$ cat src/hdl/itf_pkg.sv
// Shared constants, types and helpers for the integer-to-text formatter.
// No dependencies; every other file of the block imports this package.
package itf_pkg;

    // Field geometry.
    localparam int MAX_FIELD   = 64;
    localparam int MAX_DIGITS  = 22;
    localparam int VALUE_W     = 64;
    localparam int TYPE_W      = 3;
    localparam int SIZE_W      = 2;
    localparam int FLD_W       = 6;
    localparam int CH_W        = 7;
    localparam int DIGIT_W     = 4;
    localparam int CNT_W       = $clog2(MAX_FIELD + 1);
    localparam int NDIG_W      = $clog2(MAX_DIGITS + 1);
    localparam int DIG_IDX_W   = $clog2(MAX_DIGITS);
    localparam int STEP_W      = $clog2(VALUE_W / 2 + 1);
    localparam int QUEUE_DEPTH = 2;
    localparam int QPTR_W      = $clog2(QUEUE_DEPTH);
    localparam int QCNT_W      = $clog2(QUEUE_DEPTH + 1);

    // Conversion type codes.
    localparam logic [TYPE_W-1:0] REQ_SDEC = 3'd0;
    localparam logic [TYPE_W-1:0] REQ_UDEC = 3'd1;
    localparam logic [TYPE_W-1:0] REQ_OCT  = 3'd2;
    localparam logic [TYPE_W-1:0] REQ_HEXL = 3'd3;
    localparam logic [TYPE_W-1:0] REQ_HEXU = 3'd4;

    // Length modifier codes.
    localparam logic [SIZE_W-1:0] SIZE_INT   = 2'd0;
    localparam logic [SIZE_W-1:0] SIZE_SHORT = 2'd1;
    localparam logic [SIZE_W-1:0] SIZE_LONG  = 2'd2;

    // ASCII codes.
    localparam logic [CH_W-1:0] CH_SPACE    = 7'd32;
    localparam logic [CH_W-1:0] CH_PLUS     = 7'd43;
    localparam logic [CH_W-1:0] CH_MINUS    = 7'd45;
    localparam logic [CH_W-1:0] CH_DIGIT0   = 7'd48;
    localparam logic [CH_W-1:0] CH_ALPHA_UP = 7'd55;
    localparam logic [CH_W-1:0] CH_ALPHA_LO = 7'd87;
    localparam logic [CH_W-1:0] CH_X_UP     = 7'd88;
    localparam logic [CH_W-1:0] CH_X_LO     = 7'd120;
    localparam logic [DIGIT_W-1:0] DEC_RADIX = 4'd10;

    typedef enum logic [1:0] {
        KIND_DEC = 2'd0,
        KIND_OCT = 2'd1,
        KIND_HEX = 2'd2
    } t_kind;

    typedef logic [DIGIT_W-1:0]                  t_digit;
    typedef logic [MAX_DIGITS-1:0][DIGIT_W-1:0]  t_digits;

    // One classified request as it travels from the front to the back.
    typedef struct packed {
        logic [VALUE_W-1:0] bits;      // aligned magnitude for decimal, raw magnitude otherwise
        logic [STEP_W-1:0]  steps;     // two-bit conversion steps for decimal
        t_kind              kind;
        logic               upper;
        logic               mag_zero;
        logic [1:0]         plen;
        logic [CH_W-1:0]    pre0;
        logic [CH_W-1:0]    pre1;
        logic               oct_alt;
        logic               left;
        logic               zfill;
        logic [FLD_W-1:0]   width;
        logic               hasp;
        logic [FLD_W-1:0]   prec;
    } t_desc;

    // ASCII character of one digit.
    function automatic logic [CH_W-1:0] digit_char(t_digit d, logic upper);
        logic [CH_W-1:0] ofs;
        if (d < DEC_RADIX) begin
            ofs = CH_DIGIT0;
        end else if (upper) begin
            ofs = CH_ALPHA_UP;
        end else begin
            ofs = CH_ALPHA_LO;
        end
        return ofs + CH_W'(d);
    endfunction

endpackage

$ cat src/hdl/itf_req_if.sv
// Request channel of the formatter: valid/ready handshake and the conversion request.
// Depends on itf_pkg for field widths.
interface itf_req_if import itf_pkg::*; ();
    logic                       valid;
    logic                       ready;
    logic signed [VALUE_W-1:0]  value;
    logic [TYPE_W-1:0]          req_type;
    logic [SIZE_W-1:0]          size_mod;
    logic                       flag_left;
    logic                       flag_plus;
    logic                       flag_space;
    logic                       flag_zero;
    logic                       flag_alt;
    logic [FLD_W-1:0]           width;
    logic                       has_precision;
    logic [FLD_W-1:0]           precision;

    modport source (
        output valid, value, req_type, size_mod, flag_left, flag_plus, flag_space,
               flag_zero, flag_alt, width, has_precision, precision,
        input  ready
    );
    modport sink (
        input  valid, value, req_type, size_mod, flag_left, flag_plus, flag_space,
               flag_zero, flag_alt, width, has_precision, precision,
        output ready
    );
endinterface

$ cat src/hdl/itf_rsp_if.sv
// Result channel of the formatter: one ASCII character per transfer with a last marker.
// Depends on itf_pkg for field widths.
interface itf_rsp_if import itf_pkg::*; ();
    logic            valid;
    logic            ready;
    logic [CH_W-1:0] ch;
    logic            last;

    modport source (output valid, ch, last, input ready);
    modport sink (input valid, ch, last, output ready);
endinterface

$ cat src/hdl/itf_front.sv
// Front end: accepts a conversion request, truncates and classifies it.
// Depends on itf_pkg and itf_req_if; feeds the descriptor queue.
module itf_front import itf_pkg::*; (
    itf_req_if.sink     i_req,
    input  logic        i_full,
    output logic        o_push,
    output t_desc       o_desc
);

    logic [VALUE_W-1:0] w_raw;
    logic [VALUE_W-1:0] w_neg_raw;
    logic [VALUE_W-1:0] w_mask;
    logic [VALUE_W-1:0] w_mag;
    logic               w_sign_bit;
    logic               w_neg;
    logic               w_signed;

    assign w_raw     = i_req.value;
    assign w_neg_raw = ~w_raw + VALUE_W'(1);
    assign w_signed  = (i_req.req_type == REQ_SDEC);

    // Request is taken whenever the queue has room.
    assign i_req.ready = !i_full;
    assign o_push      = i_req.valid && !i_full;

    // Truncate to the selected size and find the sign.
    always_comb begin
        unique case (i_req.size_mod)
            SIZE_SHORT: begin
                w_mask     = {{(VALUE_W-16){1'b0}}, {16{1'b1}}};
                w_sign_bit = w_raw[15];
            end
            SIZE_INT: begin
                w_mask     = {{(VALUE_W-32){1'b0}}, {32{1'b1}}};
                w_sign_bit = w_raw[31];
            end
            default: begin
                w_mask     = '1;
                w_sign_bit = w_raw[VALUE_W-1];
            end
        endcase
        w_neg = w_signed && w_sign_bit;
        w_mag = (w_neg ? w_neg_raw : w_raw) & w_mask;
    end

    // Build the descriptor: kind, aligned bits for the decimal converter, prefix.
    always_comb begin
        o_desc = '0;
        unique case (i_req.req_type)
            REQ_OCT:  o_desc.kind = KIND_OCT;
            REQ_HEXL: o_desc.kind = KIND_HEX;
            REQ_HEXU: o_desc.kind = KIND_HEX;
            default:  o_desc.kind = KIND_DEC;
        endcase
        o_desc.upper    = (i_req.req_type == REQ_HEXU);
        o_desc.mag_zero = (w_mag == '0);

        // Decimal conversion walks the bits from the top, so the value is left-aligned.
        if (o_desc.kind == KIND_DEC) begin
            unique case (i_req.size_mod)
                SIZE_SHORT: begin
                    o_desc.bits  = {w_mag[15:0], {(VALUE_W-16){1'b0}}};
                    o_desc.steps = STEP_W'(8);
                end
                SIZE_INT: begin
                    o_desc.bits  = {w_mag[31:0], {(VALUE_W-32){1'b0}}};
                    o_desc.steps = STEP_W'(16);
                end
                default: begin
                    o_desc.bits  = w_mag;
                    o_desc.steps = STEP_W'(VALUE_W / 2);
                end
            endcase
        end else begin
            o_desc.bits  = w_mag;
            o_desc.steps = STEP_W'(1);
        end

        // Sign for signed decimal, 0x or 0X for nonzero hex in alternate form.
        o_desc.pre0 = CH_DIGIT0;
        o_desc.pre1 = CH_SPACE;
        o_desc.plen = 2'd0;
        if (w_signed) begin
            if (w_neg) begin
                o_desc.pre1 = CH_MINUS;
                o_desc.plen = 2'd1;
            end else if (i_req.flag_plus) begin
                o_desc.pre1 = CH_PLUS;
                o_desc.plen = 2'd1;
            end else if (i_req.flag_space) begin
                o_desc.pre1 = CH_SPACE;
                o_desc.plen = 2'd1;
            end
        end else if (o_desc.kind == KIND_HEX && i_req.flag_alt && !o_desc.mag_zero) begin
            o_desc.pre1 = o_desc.upper ? CH_X_UP : CH_X_LO;
            o_desc.plen = 2'd2;
        end

        o_desc.oct_alt = (o_desc.kind == KIND_OCT) && i_req.flag_alt;
        o_desc.left    = i_req.flag_left;
        o_desc.zfill   = i_req.flag_zero && !i_req.flag_left && !i_req.has_precision;
        o_desc.width   = i_req.width;
        o_desc.hasp    = i_req.has_precision;
        o_desc.prec    = i_req.precision;
    end

endmodule

$ cat src/hdl/itf_queue.sv
// Short descriptor queue between the front end and the back end.
// Depends on itf_pkg for the descriptor type and depth.
module itf_queue import itf_pkg::*; (
    input  logic   i_clk,
    input  logic   i_rst_n,
    input  logic   i_push,
    input  t_desc  i_desc,
    output logic   o_full,
    input  logic   i_pop,
    output t_desc  o_desc,
    output logic   o_empty
);

    t_desc              r_mem [QUEUE_DEPTH];
    logic [QPTR_W-1:0]  r_wr_ptr;
    logic [QPTR_W-1:0]  r_rd_ptr;
    logic [QCNT_W-1:0]  r_count;
    logic [QPTR_W-1:0]  n_wr_ptr;
    logic [QPTR_W-1:0]  n_rd_ptr;
    logic [QCNT_W-1:0]  n_count;

    assign o_full  = (r_count == QCNT_W'(QUEUE_DEPTH));
    assign o_empty = (r_count == '0);
    assign o_desc  = r_mem[r_rd_ptr];

    // Pointer and occupancy update.
    always_comb begin
        n_wr_ptr = r_wr_ptr;
        n_rd_ptr = r_rd_ptr;
        n_count  = r_count;
        if (i_push) begin
            n_wr_ptr = (r_wr_ptr == QPTR_W'(QUEUE_DEPTH - 1)) ? '0 : r_wr_ptr + 1'b1;
        end
        if (i_pop) begin
            n_rd_ptr = (r_rd_ptr == QPTR_W'(QUEUE_DEPTH - 1)) ? '0 : r_rd_ptr + 1'b1;
        end
        if (i_push && !i_pop) begin
            n_count = r_count + 1'b1;
        end else if (i_pop && !i_push) begin
            n_count = r_count - 1'b1;
        end
    end

    always_ff @(posedge i_clk) begin
        if (!i_rst_n) begin
            r_wr_ptr <= '0;
            r_rd_ptr <= '0;
            r_count  <= '0;
        end else begin
            r_wr_ptr <= n_wr_ptr;
            r_rd_ptr <= n_rd_ptr;
            r_count  <= n_count;
        end
    end

    // Entry storage.
    always_ff @(posedge i_clk) begin
        if (i_push) begin
            r_mem[r_wr_ptr] <= i_desc;
        end
    end

    a_no_push_full: assert property (@(posedge i_clk) disable iff (!i_rst_n)
        i_push |-> !o_full) else $error("queue written while full");

    a_no_pop_empty: assert property (@(posedge i_clk) disable iff (!i_rst_n)
        i_pop |-> !o_empty) else $error("queue read while empty");

    a_count_up: assert property (@(posedge i_clk) disable iff (!i_rst_n)
        (i_push && !i_pop) |=> (r_count == $past(r_count) + 1'b1))
        else $error("queue count did not follow a lone write");

endmodule

$ cat src/hdl/itf_back.sv
// Back end: digit extraction, field layout and character emission.
// Depends on itf_pkg and itf_rsp_if; pops descriptors from the queue.
module itf_back import itf_pkg::*; (
    input  logic        i_clk,
    input  logic        i_rst_n,
    input  logic        i_empty,
    input  t_desc       i_desc,
    output logic        o_pop,
    itf_rsp_if.source   o_rsp
);

    typedef enum logic [8:0] {
        S_IDLE   = 9'b000000001,
        S_CONV   = 9'b000000010,
        S_SIZE   = 9'b000000100,
        S_LAYOUT = 9'b000001000,
        S_PADL   = 9'b000010000,
        S_PRE    = 9'b000100000,
        S_ZERO   = 9'b001000000,
        S_DIG    = 9'b010000000,
        S_PADR   = 9'b100000000
    } t_bstate;

    t_bstate             r_state, n_state;
    t_desc               r_desc, n_desc;
    t_digits             r_store, n_store;
    logic [VALUE_W-1:0]  r_bits, n_bits;
    logic [STEP_W-1:0]   r_steps, n_steps;
    logic [NDIG_W-1:0]   r_ndig, n_ndig;
    logic [1:0]          r_plen, n_plen;
    logic [CNT_W-1:0]    r_zeros, n_zeros;
    logic [CNT_W-1:0]    r_pad, n_pad;
    logic [CNT_W-1:0]    r_total, n_total;
    logic                r_out_valid, n_out_valid;
    logic [CH_W-1:0]     r_out_ch, n_out_ch;
    logic                r_out_last, n_out_last;

    logic                w_can_push;
    logic                w_emit;
    logic [CH_W-1:0]     w_ch;
    logic [DIG_IDX_W-1:0] w_dig_idx;
    logic [NDIG_W-1:0]   w_found;
    logic [CNT_W-1:0]    w_ndig_x;
    logic [CNT_W-1:0]    w_prec_x;
    logic [CNT_W-1:0]    w_zeros0;
    logic [CNT_W-1:0]    w_zeros1;
    logic [CNT_W-1:0]    w_zeros2;
    logic [CNT_W-1:0]    w_body;
    logic [CNT_W-1:0]    w_body2;
    logic [CNT_W-1:0]    w_pad;
    logic [CNT_W-1:0]    w_lay_zeros;
    logic [CNT_W-1:0]    w_lay_pad;
    logic [CNT_W-1:0]    w_lay_total;

    // Two shift-and-add-3 steps of the binary to BCD conversion.
    function automatic t_digits dabble2(t_digits d_in, logic [1:0] b);
        t_digits d;
        t_digits c;
        d = d_in;
        for (int s = 0; s < 2; s++) begin
            for (int i = 0; i < MAX_DIGITS; i++) begin
                c[i] = (d[i] >= t_digit'(5)) ? d[i] + t_digit'(3) : d[i];
            end
            d[0] = {c[0][DIGIT_W-2:0], b[1-s]};
            for (int i = 1; i < MAX_DIGITS; i++) begin
                d[i] = {c[i][DIGIT_W-2:0], c[i-1][DIGIT_W-1]};
            end
        end
        return d;
    endfunction

    // Octal and hex digits are plain bit groups of the magnitude.
    function automatic t_digits split_bits(logic [VALUE_W-1:0] v, t_kind k);
        t_digits d;
        d = '0;
        if (k == KIND_HEX) begin
            for (int i = 0; i < VALUE_W / 4; i++) begin
                d[i] = v[4*i +: 4];
            end
        end else begin
            for (int i = 0; i < VALUE_W / 3; i++) begin
                d[i] = t_digit'(v[3*i +: 3]);
            end
            d[VALUE_W / 3] = t_digit'(v[VALUE_W-1]);
        end
        return d;
    endfunction

    // Number of significant digits held in the store.
    always_comb begin
        w_found = '0;
        for (int i = 0; i < MAX_DIGITS; i++) begin
            if (r_store[i] != '0) begin
                w_found = NDIG_W'(i + 1);
            end
        end
    end

    // Field layout: precision zeros, octal marker, overflow trim, width padding.
    always_comb begin
        w_ndig_x = CNT_W'(r_ndig);
        w_prec_x = CNT_W'(r_desc.prec);
        w_zeros0 = (r_desc.hasp && w_prec_x > w_ndig_x) ? w_prec_x - w_ndig_x : '0;
        if (r_desc.oct_alt && w_zeros0 == '0 && (r_ndig == '0 || !r_desc.mag_zero)) begin
            w_zeros1 = CNT_W'(1);
        end else begin
            w_zeros1 = w_zeros0;
        end
        w_body = CNT_W'(r_desc.plen) + w_zeros1 + w_ndig_x;
        if (w_body > CNT_W'(MAX_FIELD)) begin
            w_zeros2 = w_zeros1 - (w_body - CNT_W'(MAX_FIELD));
            w_body2  = CNT_W'(MAX_FIELD);
        end else begin
            w_zeros2 = w_zeros1;
            w_body2  = w_body;
        end
        w_pad = (CNT_W'(r_desc.width) > w_body2) ? CNT_W'(r_desc.width) - w_body2 : '0;
        w_lay_total = w_body2 + w_pad;
        if (r_desc.zfill) begin
            w_lay_zeros = w_zeros2 + w_pad;
            w_lay_pad   = '0;
        end else begin
            w_lay_zeros = w_zeros2;
            w_lay_pad   = w_pad;
        end
    end

    assign w_can_push = !r_out_valid || o_rsp.ready;
    assign w_dig_idx  = DIG_IDX_W'(r_ndig - 1'b1);

    // Sequencer: load, convert (decimal only), count, lay out, then emit one segment after another.
    always_comb begin
        n_state     = r_state;
        n_desc      = r_desc;
        n_store     = r_store;
        n_bits      = r_bits;
        n_steps     = r_steps;
        n_ndig      = r_ndig;
        n_plen      = r_plen;
        n_zeros     = r_zeros;
        n_pad       = r_pad;
        n_total     = r_total;
        n_out_valid = r_out_valid;
        n_out_ch    = r_out_ch;
        n_out_last  = r_out_last;
        o_pop       = 1'b0;
        w_emit      = 1'b0;
        w_ch        = CH_SPACE;

        unique case (r_state)
            S_IDLE: begin
                if (!i_empty) begin
                    o_pop   = 1'b1;
                    n_desc  = i_desc;
                    n_bits  = i_desc.bits;
                    n_steps = i_desc.steps;
                    if (i_desc.kind == KIND_DEC) begin
                        n_store = '0;
                        n_state = S_CONV;
                    end else begin
                        n_store = split_bits(i_desc.bits, i_desc.kind);
                        n_state = S_SIZE;
                    end
                end
            end
            S_CONV: begin
                n_store = dabble2(r_store, r_bits[VALUE_W-1 -: 2]);
                n_bits  = r_bits << 2;
                n_steps = r_steps - 1'b1;
                if (r_steps == STEP_W'(1)) begin
                    n_state = S_SIZE;
                end
            end
            S_SIZE: begin
                if (r_desc.mag_zero) begin
                    n_ndig = (r_desc.hasp && r_desc.prec == '0) ? '0 : NDIG_W'(1);
                end else begin
                    n_ndig = w_found;
                end
                n_state = S_LAYOUT;
            end
            S_LAYOUT: begin
                n_plen  = r_desc.plen;
                n_zeros = w_lay_zeros;
                n_pad   = w_lay_pad;
                n_total = w_lay_total;
                n_state = (w_lay_total == '0) ? S_IDLE : S_PADL;
            end
            S_PADL: begin
                if (r_desc.left || r_pad == '0) begin
                    n_state = S_PRE;
                end else if (w_can_push) begin
                    w_emit = 1'b1;
                    w_ch   = CH_SPACE;
                    n_pad  = r_pad - 1'b1;
                end
            end
            S_PRE: begin
                if (r_plen == '0) begin
                    n_state = S_ZERO;
                end else if (w_can_push) begin
                    w_emit = 1'b1;
                    w_ch   = (r_plen == 2'd2) ? r_desc.pre0 : r_desc.pre1;
                    n_plen = r_plen - 1'b1;
                end
            end
            S_ZERO: begin
                if (r_zeros == '0) begin
                    n_state = S_DIG;
                end else if (w_can_push) begin
                    w_emit  = 1'b1;
                    w_ch    = CH_DIGIT0;
                    n_zeros = r_zeros - 1'b1;
                end
            end
            S_DIG: begin
                if (r_ndig == '0) begin
                    n_state = S_PADR;
                end else if (w_can_push) begin
                    w_emit = 1'b1;
                    w_ch   = digit_char(r_store[w_dig_idx], r_desc.upper);
                    n_ndig = r_ndig - 1'b1;
                end
            end
            S_PADR: begin
                if (!r_desc.left || r_pad == '0) begin
                    n_state = S_IDLE;
                end else if (w_can_push) begin
                    w_emit = 1'b1;
                    w_ch   = CH_SPACE;
                    n_pad  = r_pad - 1'b1;
                end
            end
            default: begin
                n_state = S_IDLE;
            end
        endcase

        // Output register: load a new character or drain the taken one.
        if (w_emit) begin
            n_out_valid = 1'b1;
            n_out_ch    = w_ch;
            n_out_last  = (r_total == CNT_W'(1));
            n_total     = r_total - 1'b1;
        end else if (o_rsp.ready) begin
            n_out_valid = 1'b0;
        end
    end

    always_ff @(posedge i_clk) begin
        if (!i_rst_n) begin
            r_state     <= S_IDLE;
            r_total     <= '0;
            r_out_valid <= 1'b0;
        end else begin
            r_state     <= n_state;
            r_total     <= n_total;
            r_out_valid <= n_out_valid;
        end
    end

    always_ff @(posedge i_clk) begin
        r_desc     <= n_desc;
        r_store    <= n_store;
        r_bits     <= n_bits;
        r_steps    <= n_steps;
        r_ndig     <= n_ndig;
        r_plen     <= n_plen;
        r_zeros    <= n_zeros;
        r_pad      <= n_pad;
        r_out_ch   <= n_out_ch;
        r_out_last <= n_out_last;
    end

    assign o_rsp.valid = r_out_valid;
    assign o_rsp.ch    = r_out_ch;
    assign o_rsp.last  = r_out_last;

    a_idle_drained: assert property (@(posedge i_clk) disable iff (!i_rst_n)
        (r_state == S_IDLE) |-> (r_total == '0))
        else $error("field characters left over when returning to idle");

    a_emit_counted: assert property (@(posedge i_clk) disable iff (!i_rst_n)
        w_emit |-> (r_total != '0)) else $error("character emitted beyond the field length");

    a_conv_steps: assert property (@(posedge i_clk) disable iff (!i_rst_n)
        (r_state == S_CONV) |-> (r_steps != '0))
        else $error("decimal conversion running with no steps left");

endmodule

$ cat src/hdl/integer_to_text_formatter_unit.sv
// Top level of the integer-to-text formatter: front end, descriptor queue, back end.
// Depends on itf_pkg, itf_req_if, itf_rsp_if, itf_front, itf_queue and itf_back.
//
//  Port    | Direction | Handshake     | Contents
//  --------+-----------+---------------+--------------------------------------------
//  i_req   | in        | valid / ready | value, type, size, flags, width, precision
//  o_rsp   | out       | valid / ready | one ASCII character, last marks field end
//
// Octal and hex digits are split off the magnitude as the request is loaded;
// decimal converts 16, 32 or 64 bits (short, int, long) in a loop;
// the binary to BCD loop converts two bits per cycle. Each of the five field
// segments is entered, empty or not; a field with no characters goes back to
// idle from the layout state. The emitting segment waits while the sink stalls.
// Reset is synchronous and clears the queue, the sequencer and the output valid
// flag only. Up to two requests queue while the back end works, and the output
// register lets the sink stall without losing a character.
module integer_to_text_formatter_unit import itf_pkg::*; (
    input  logic        i_clk,
    input  logic        i_rst_n,
    itf_req_if.sink     i_req,
    itf_rsp_if.source   o_rsp
);

    t_desc w_front_desc;
    t_desc w_queue_desc;
    logic  w_push;
    logic  w_full;
    logic  w_pop;
    logic  w_empty;

    // Classify incoming requests.
    itf_front u_front (
        .i_req   (i_req),
        .i_full  (w_full),
        .o_push  (w_push),
        .o_desc  (w_front_desc)
    );

    // Decouple the front end from the back end.
    itf_queue u_queue (
        .i_clk   (i_clk),
        .i_rst_n (i_rst_n),
        .i_push  (w_push),
        .i_desc  (w_front_desc),
        .o_full  (w_full),
        .i_pop   (w_pop),
        .o_desc  (w_queue_desc),
        .o_empty (w_empty)
    );

    // Convert and emit characters.
    itf_back u_back (
        .i_clk   (i_clk),
        .i_rst_n (i_rst_n),
        .i_empty (w_empty),
        .i_desc  (w_queue_desc),
        .o_pop   (w_pop),
        .o_rsp   (o_rsp)
    );

endmodule
$ cat src/flat_wrapper.sv
// flat-port wrapper written by rule: the top's interface ports become plain ports
module integer_to_text_formatter_unit_flat import itf_pkg::*;
  (i_clk, i_rst_n, i_req_valid, i_req_value, i_req_req_type, i_req_size_mod, i_req_flag_left, i_req_flag_plus, i_req_flag_space, i_req_flag_zero, i_req_flag_alt, i_req_width, i_req_has_precision, i_req_precision, i_req_ready, o_rsp_valid, o_rsp_ch, o_rsp_last, o_rsp_ready);
  itf_req_if i_req_i ();
  itf_rsp_if o_rsp_i ();
  input  logic i_clk;
  input  logic i_rst_n;
  input wire logic [$bits(i_req_i.valid)-1:0] i_req_valid;
  input wire logic [$bits(i_req_i.value)-1:0] i_req_value;
  input wire logic [$bits(i_req_i.req_type)-1:0] i_req_req_type;
  input wire logic [$bits(i_req_i.size_mod)-1:0] i_req_size_mod;
  input wire logic [$bits(i_req_i.flag_left)-1:0] i_req_flag_left;
  input wire logic [$bits(i_req_i.flag_plus)-1:0] i_req_flag_plus;
  input wire logic [$bits(i_req_i.flag_space)-1:0] i_req_flag_space;
  input wire logic [$bits(i_req_i.flag_zero)-1:0] i_req_flag_zero;
  input wire logic [$bits(i_req_i.flag_alt)-1:0] i_req_flag_alt;
  input wire logic [$bits(i_req_i.width)-1:0] i_req_width;
  input wire logic [$bits(i_req_i.has_precision)-1:0] i_req_has_precision;
  input wire logic [$bits(i_req_i.precision)-1:0] i_req_precision;
  output wire logic [$bits(i_req_i.ready)-1:0] i_req_ready;
  output wire logic [$bits(o_rsp_i.valid)-1:0] o_rsp_valid;
  output wire logic [$bits(o_rsp_i.ch)-1:0] o_rsp_ch;
  output wire logic [$bits(o_rsp_i.last)-1:0] o_rsp_last;
  input wire logic [$bits(o_rsp_i.ready)-1:0] o_rsp_ready;
  assign i_req_i.valid = i_req_valid;
  assign i_req_i.value = i_req_value;
  assign i_req_i.req_type = i_req_req_type;
  assign i_req_i.size_mod = i_req_size_mod;
  assign i_req_i.flag_left = i_req_flag_left;
  assign i_req_i.flag_plus = i_req_flag_plus;
  assign i_req_i.flag_space = i_req_flag_space;
  assign i_req_i.flag_zero = i_req_flag_zero;
  assign i_req_i.flag_alt = i_req_flag_alt;
  assign i_req_i.width = i_req_width;
  assign i_req_i.has_precision = i_req_has_precision;
  assign i_req_i.precision = i_req_precision;
  assign i_req_ready = i_req_i.ready;
  assign o_rsp_valid = o_rsp_i.valid;
  assign o_rsp_ch = o_rsp_i.ch;
  assign o_rsp_last = o_rsp_i.last;
  assign o_rsp_i.ready = o_rsp_ready;
  integer_to_text_formatter_unit u_core (.i_clk(i_clk), .i_rst_n(i_rst_n), .i_req(i_req_i), .o_rsp(o_rsp_i));
endmodule
$ cat config.mk
export PLATFORM = sky130hd
export DESIGN_NAME = integer_to_text_formatter_unit_flat
export DESIGN_NICKNAME = d
export VERILOG_FILES = /design/src/hdl/itf_pkg.sv /design/src/hdl/itf_req_if.sv /design/src/hdl/itf_rsp_if.sv /design/src/hdl/itf_front.sv /design/src/hdl/itf_queue.sv /design/src/hdl/itf_back.sv /design/src/hdl/integer_to_text_formatter_unit.sv /design/src/flat_wrapper.sv
export SDC_FILE = /design/constraint.sdc
export NUM_CORES = 1
export LEC_CHECK = 0
export ABC_AREA = 1
export BUFFER_PORTS_ARGS = -buffer_cell sky130_fd_sc_hd__buf_4
export CORE_MARGIN = 3
export CORE_UTILIZATION = 55
export CTS_CLUSTER_SIZE = 16
export DETAILED_ROUTE_END_ITERATION = 16
export GPL_TIMING_DRIVEN = 1
export MAX_ROUTING_LAYER = met4
export PLACE_DENSITY = 0.75
export SLEW_MARGIN = 20
export SYNTH_ARGS = -nofsm -noshare
export SYNTH_HDL_FRONTEND = slang
export SYNTH_HIERARCHICAL = 1
export SYNTH_SLANG_ARGS = --single-unit
$ cat constraint.sdc
create_clock -name i_clk -period 10.8 [get_ports i_clk]
set_input_delay 1.08 -clock i_clk [delete_from_list [all_inputs] [get_ports i_clk]]
set_output_delay 1.08 -clock i_clk [all_outputs]
set_load 0.02 [all_outputs]
==> impl_metrics.py <==
metrics = {
    "critical_path": {
        "end_kind": "flop",
        "worst_path_max_delay_cell": "inv_2",
        "worstPathMaxFanout": 59,
        "critPathArrivalTime_ns": 8.05,
        "cp_num_buf_inv": 9,
        "crit_path_max_incr_delay_ns": 0.58,
        "crit_required_ns": 11.13,
        "path_class": "reg -> reg",
        "cp_top_family": "simple AND/OR/NAND/NOR gates",
        "startpoint_type": "flop",
        "path_common_cell": "inv_1",
    },
    "power_and_ir_drop": {
        "finalPower_w": 0.0107,
        "p_leak_nw": 14.1,
        "power.density_nw_per_um2": 327,
        "vdd_drop_max_mv": 0.317,
    },
    "clocking": {
        "post_cts_buffers": 0,
        "cts_buffers": 50,
        "cts_tree": "built",
        "clk-insertion-delay-late_ns": 0.61,
        "htree_num_levels": 2,
        "cts_hold_buf": 0,
        "cts_buffer_depth": 3,
        "cts_resized": 0,
        "cts-root-buf": "clkbuf_16",
        "path_clk_slew_ns": 0.06,
        "cts_sinks": 455,
    },
    "yosys": {
        "syn-instance-count": 3510,
        "async_flop_share_pct": 0,
        "yosysWarnings": 6,
        "synth_top_area_share_pct": 43.6,
        "synth_area_leader_cell": "edfxtp_1",
        "synth_top_cells_by_area": "edfxtp_1 44%, nand2_1 10%, ha_1 6.2%, inv_1 5.9%, o21ai_0 4.5%",
        "synth-seq-cells": 455,
        "ys_types": 64,
        "synthFlopType": "edfxtp_1",
        "syn_area_sq_um": 29800,
        "synth.avg_cell_area_sq_um": 8.50,
        "synth_edf_count": 433,
        "ys_seq_area_share_pct": 45.1,
    },
    "die": {
        "die_area_sq_um": 57000,
        "initial_utilization_pct": 56.2,
        "coreArea_sq_um": 53100,
        "rows": 84,
        "die_h_microns": 239,
        "io_pins": 101,
        "die_x_microns": 239,
    },
    "routing": {
        "viasPerCell": 5.68,
        "finalWirelength_mm": 79.6,
        "post-route-drc-count": 0,
        "vias": 24400,
        "drtIter0Drc": 2389,
        "ant_nets": 0,
        "wl_per_cell_microns": 18.5,
        "firstDrtPassIters": 6,
    },
    "timing": {
        "relSlewSlack_pct": 32.4,
        "tightest_slew_ns": 1.01,
        "final.setup.tns_ns": 0,
        "finalCritPeriodShare_pct": 71.5,
        "fmax_mhz": 130,
        "skew_ns": 0.0264,
        "report.final.setup_viol": 0,
        "hold_violations": 0,
        "slew_viol_final": 0,
        "fin_crit_ns": 7.72,
        "rsz0062_at_grt": "no",
    },
    "placed_design": {
        "place_congestion": 0.993,
        "numPortBuffers": 100,
        "place_hpwl_mm": 59.0,
        "placed_cell_area_sq_um": 31000,
    },
    "status": {
        "outcome": "finished clean",
    },
    "cells_and_area": {
        "seq_area_sq_um": 13400,
        "fin_nets": 3819,
        "areaGrowthSynthToFinish_pct": 9.47,
        "insertedDiodeCount": 0,
        "n_fill_cell": 4470,
        "multi_input_area_sq_um": 14000,
        "design_area_sq_um": 32600,
        "drive_gt1_share_pct": 11.2,
    },
    "grt": {
        "grt_max_degree": 159,
        "overflow": 0,
        "grt_use_total_pct": 28.6,
        "grt_pass1_wl_mm": 124,
        "grt_pass1_vias": 22700,
        "antenna_found_initial": 0,
    },
    "run": {
        "maxCapViolCount": 0,
    },
    "worst_hold_path": {
        "hold_path.class": "reg -> reg",
    },
}
==> area by class of cell <==
cell class              instances  area share [%]
multi-input cells            2462            42.8
clock buffers                  60            3.95
clock inverters                31            1.04
flip-flops and latches        455            41.2
inverters                     484            5.58
repair buffers                119            2.77
well taps                     688            2.64
==> tightest hold or removal path, cell delays in order (launching register included) <==
cell	delay (ns)
dfxtp_1	0.32
nand2_1	0.06
a21oi_1	0.05
==> metal layers <==
metal	routed length [microns]	up-vias	part of all wire, %	GRT usage, %
li1	-	11900	-	-
met1	34400	11300	43	38.7
met2	35800	972	45	44.0
met3	5600	190	7.0	3.43
met4	3700	0	4.6	11.7
met5	0	-	0	-
==> power by group <==
group	leakage (nW)	internal, W	total, W	switching, W
logic	9.06	0.00197	0.00576	0.00379
registers	4.29	0.00288	0.00324	0.000359
clock network	0.791	0.000977	0.00169	0.000711
==> synthesized netlist by cell type, types with 10 or more instances <==
cell type and instances:
nand3b_1 12, buf_2 22, nand4_1 18, mux2_4 40
edfxtp_1 433, inv_2 12, ha_1 147, mux2_2 66
a31oi_1 18, o21ai_0 267, a21oi_1 153, or2_2 52
inv_1 468, nand2_1 816, clkbuf_1 45, o211ai_1 19
buf_4 31, o221ai_1 53, o22ai_1 23, a211oi_1 11
xnor2_1 19, nand3_1 213, nor3_1 26, o31ai_1 10
nor2_1 337, o21ai_1 10, xor2_1 54, dfxtp_1 22
==> final timing paths <==
kind,cells after the start,slack (ns),startpoint,end
setup / recovery,42,3.08,u_core/u_back/r_ndig[0],u_core/u_back/r_zeros[6]
hold reg to reg,2,0.48,u_core/u_back/r_total[1],u_core/u_back/r_total[1]
hold / removal,2,0.48,u_core/u_back/r_total[1],u_core/u_back/r_total[1]
setup reg to reg,42,3.08,u_core/u_back/r_ndig[0],u_core/u_back/r_zeros[6]
==> state kept, by name, summed over array words and instances, names as in the netlist, named ones only <==
name,flops
u_core/u_back/o_rsp.ch,7
u_core/u_back/o_rsp.last,1
u_core/u_back/o_rsp.valid,1
u_core/u_back/r_bits,64
u_core/u_back/r_desc,34
u_core/u_back/r_ndig,5
u_core/u_back/r_pad,7
u_core/u_back/r_plen,2
u_core/u_back/r_state,9
u_core/u_back/r_steps,6
u_core/u_back/r_store,88
u_core/u_back/r_total,7
u_core/u_back/r_zeros,7
u_core/u_queue/r_count,2
u_core/u_queue/r_mem,212
u_core/u_queue/r_rd_ptr,1
u_core/u_queue/r_wr_ptr,1
==> placed cells by master (no fill, tap or decap), drive strengths merged, types with 18 or more instances in the layout <==
| cell | netlist | final |
|---|---|---|
| or2 | 52 | 52 |
| inv | 481 | 482 |
| buf | 71 | 119 |
| a21oi | 156 | 156 |
| o22ai | 23 | 23 |
| edfxtp | 433 | 433 |
| mux2 | 106 | 106 |
| dfxtp | 22 | 22 |
| clkbuf | 45 | 60 |
| ha | 147 | 147 |
| clkinv | 3 | 27 |
| o21ai | 281 | 281 |
| o221ai | 53 | 53 |
| nand4 | 18 | 18 |
| nand3 | 216 | 216 |
| xor2 | 56 | 56 |
| o211ai | 19 | 19 |
| nor3 | 26 | 26 |
| nand2 | 826 | 826 |
| xnor2 | 19 | 19 |
| nor2 | 347 | 347 |
| a31oi | 18 | 18 |
==> kinds of logic after synthesis <==
family,Yosys count,synth area share [%]
flops,455,45.1
mux,108,4.57
xor+xnor,75,2.25
other cells,2,0.0252
simple gates,1510,21.2
buf+inv,600,8.27
compound gates,604,11.8
fa+ha+maj,156,6.77
==> metrics by stage <==
stage | setup WS [ns] | hold slack [ns] | cells | utilization (%)
after floorplan | 2.50 | 0.457 | 3517 | -
after global placement | 3.20 | 0.476 | 4208 | 58.4
after detailed placement | 3.12 | 0.476 | 4208 | 58.4
after CTS | 3.10 | 0.483 | 4299 | 61.5
after global routing | 2.42 | 0.496 | 4299 | 61.5
final | 3.08 | 0.481 | 4299 | 61.5
Note: power is estimated with default switching activity, not from simulation.
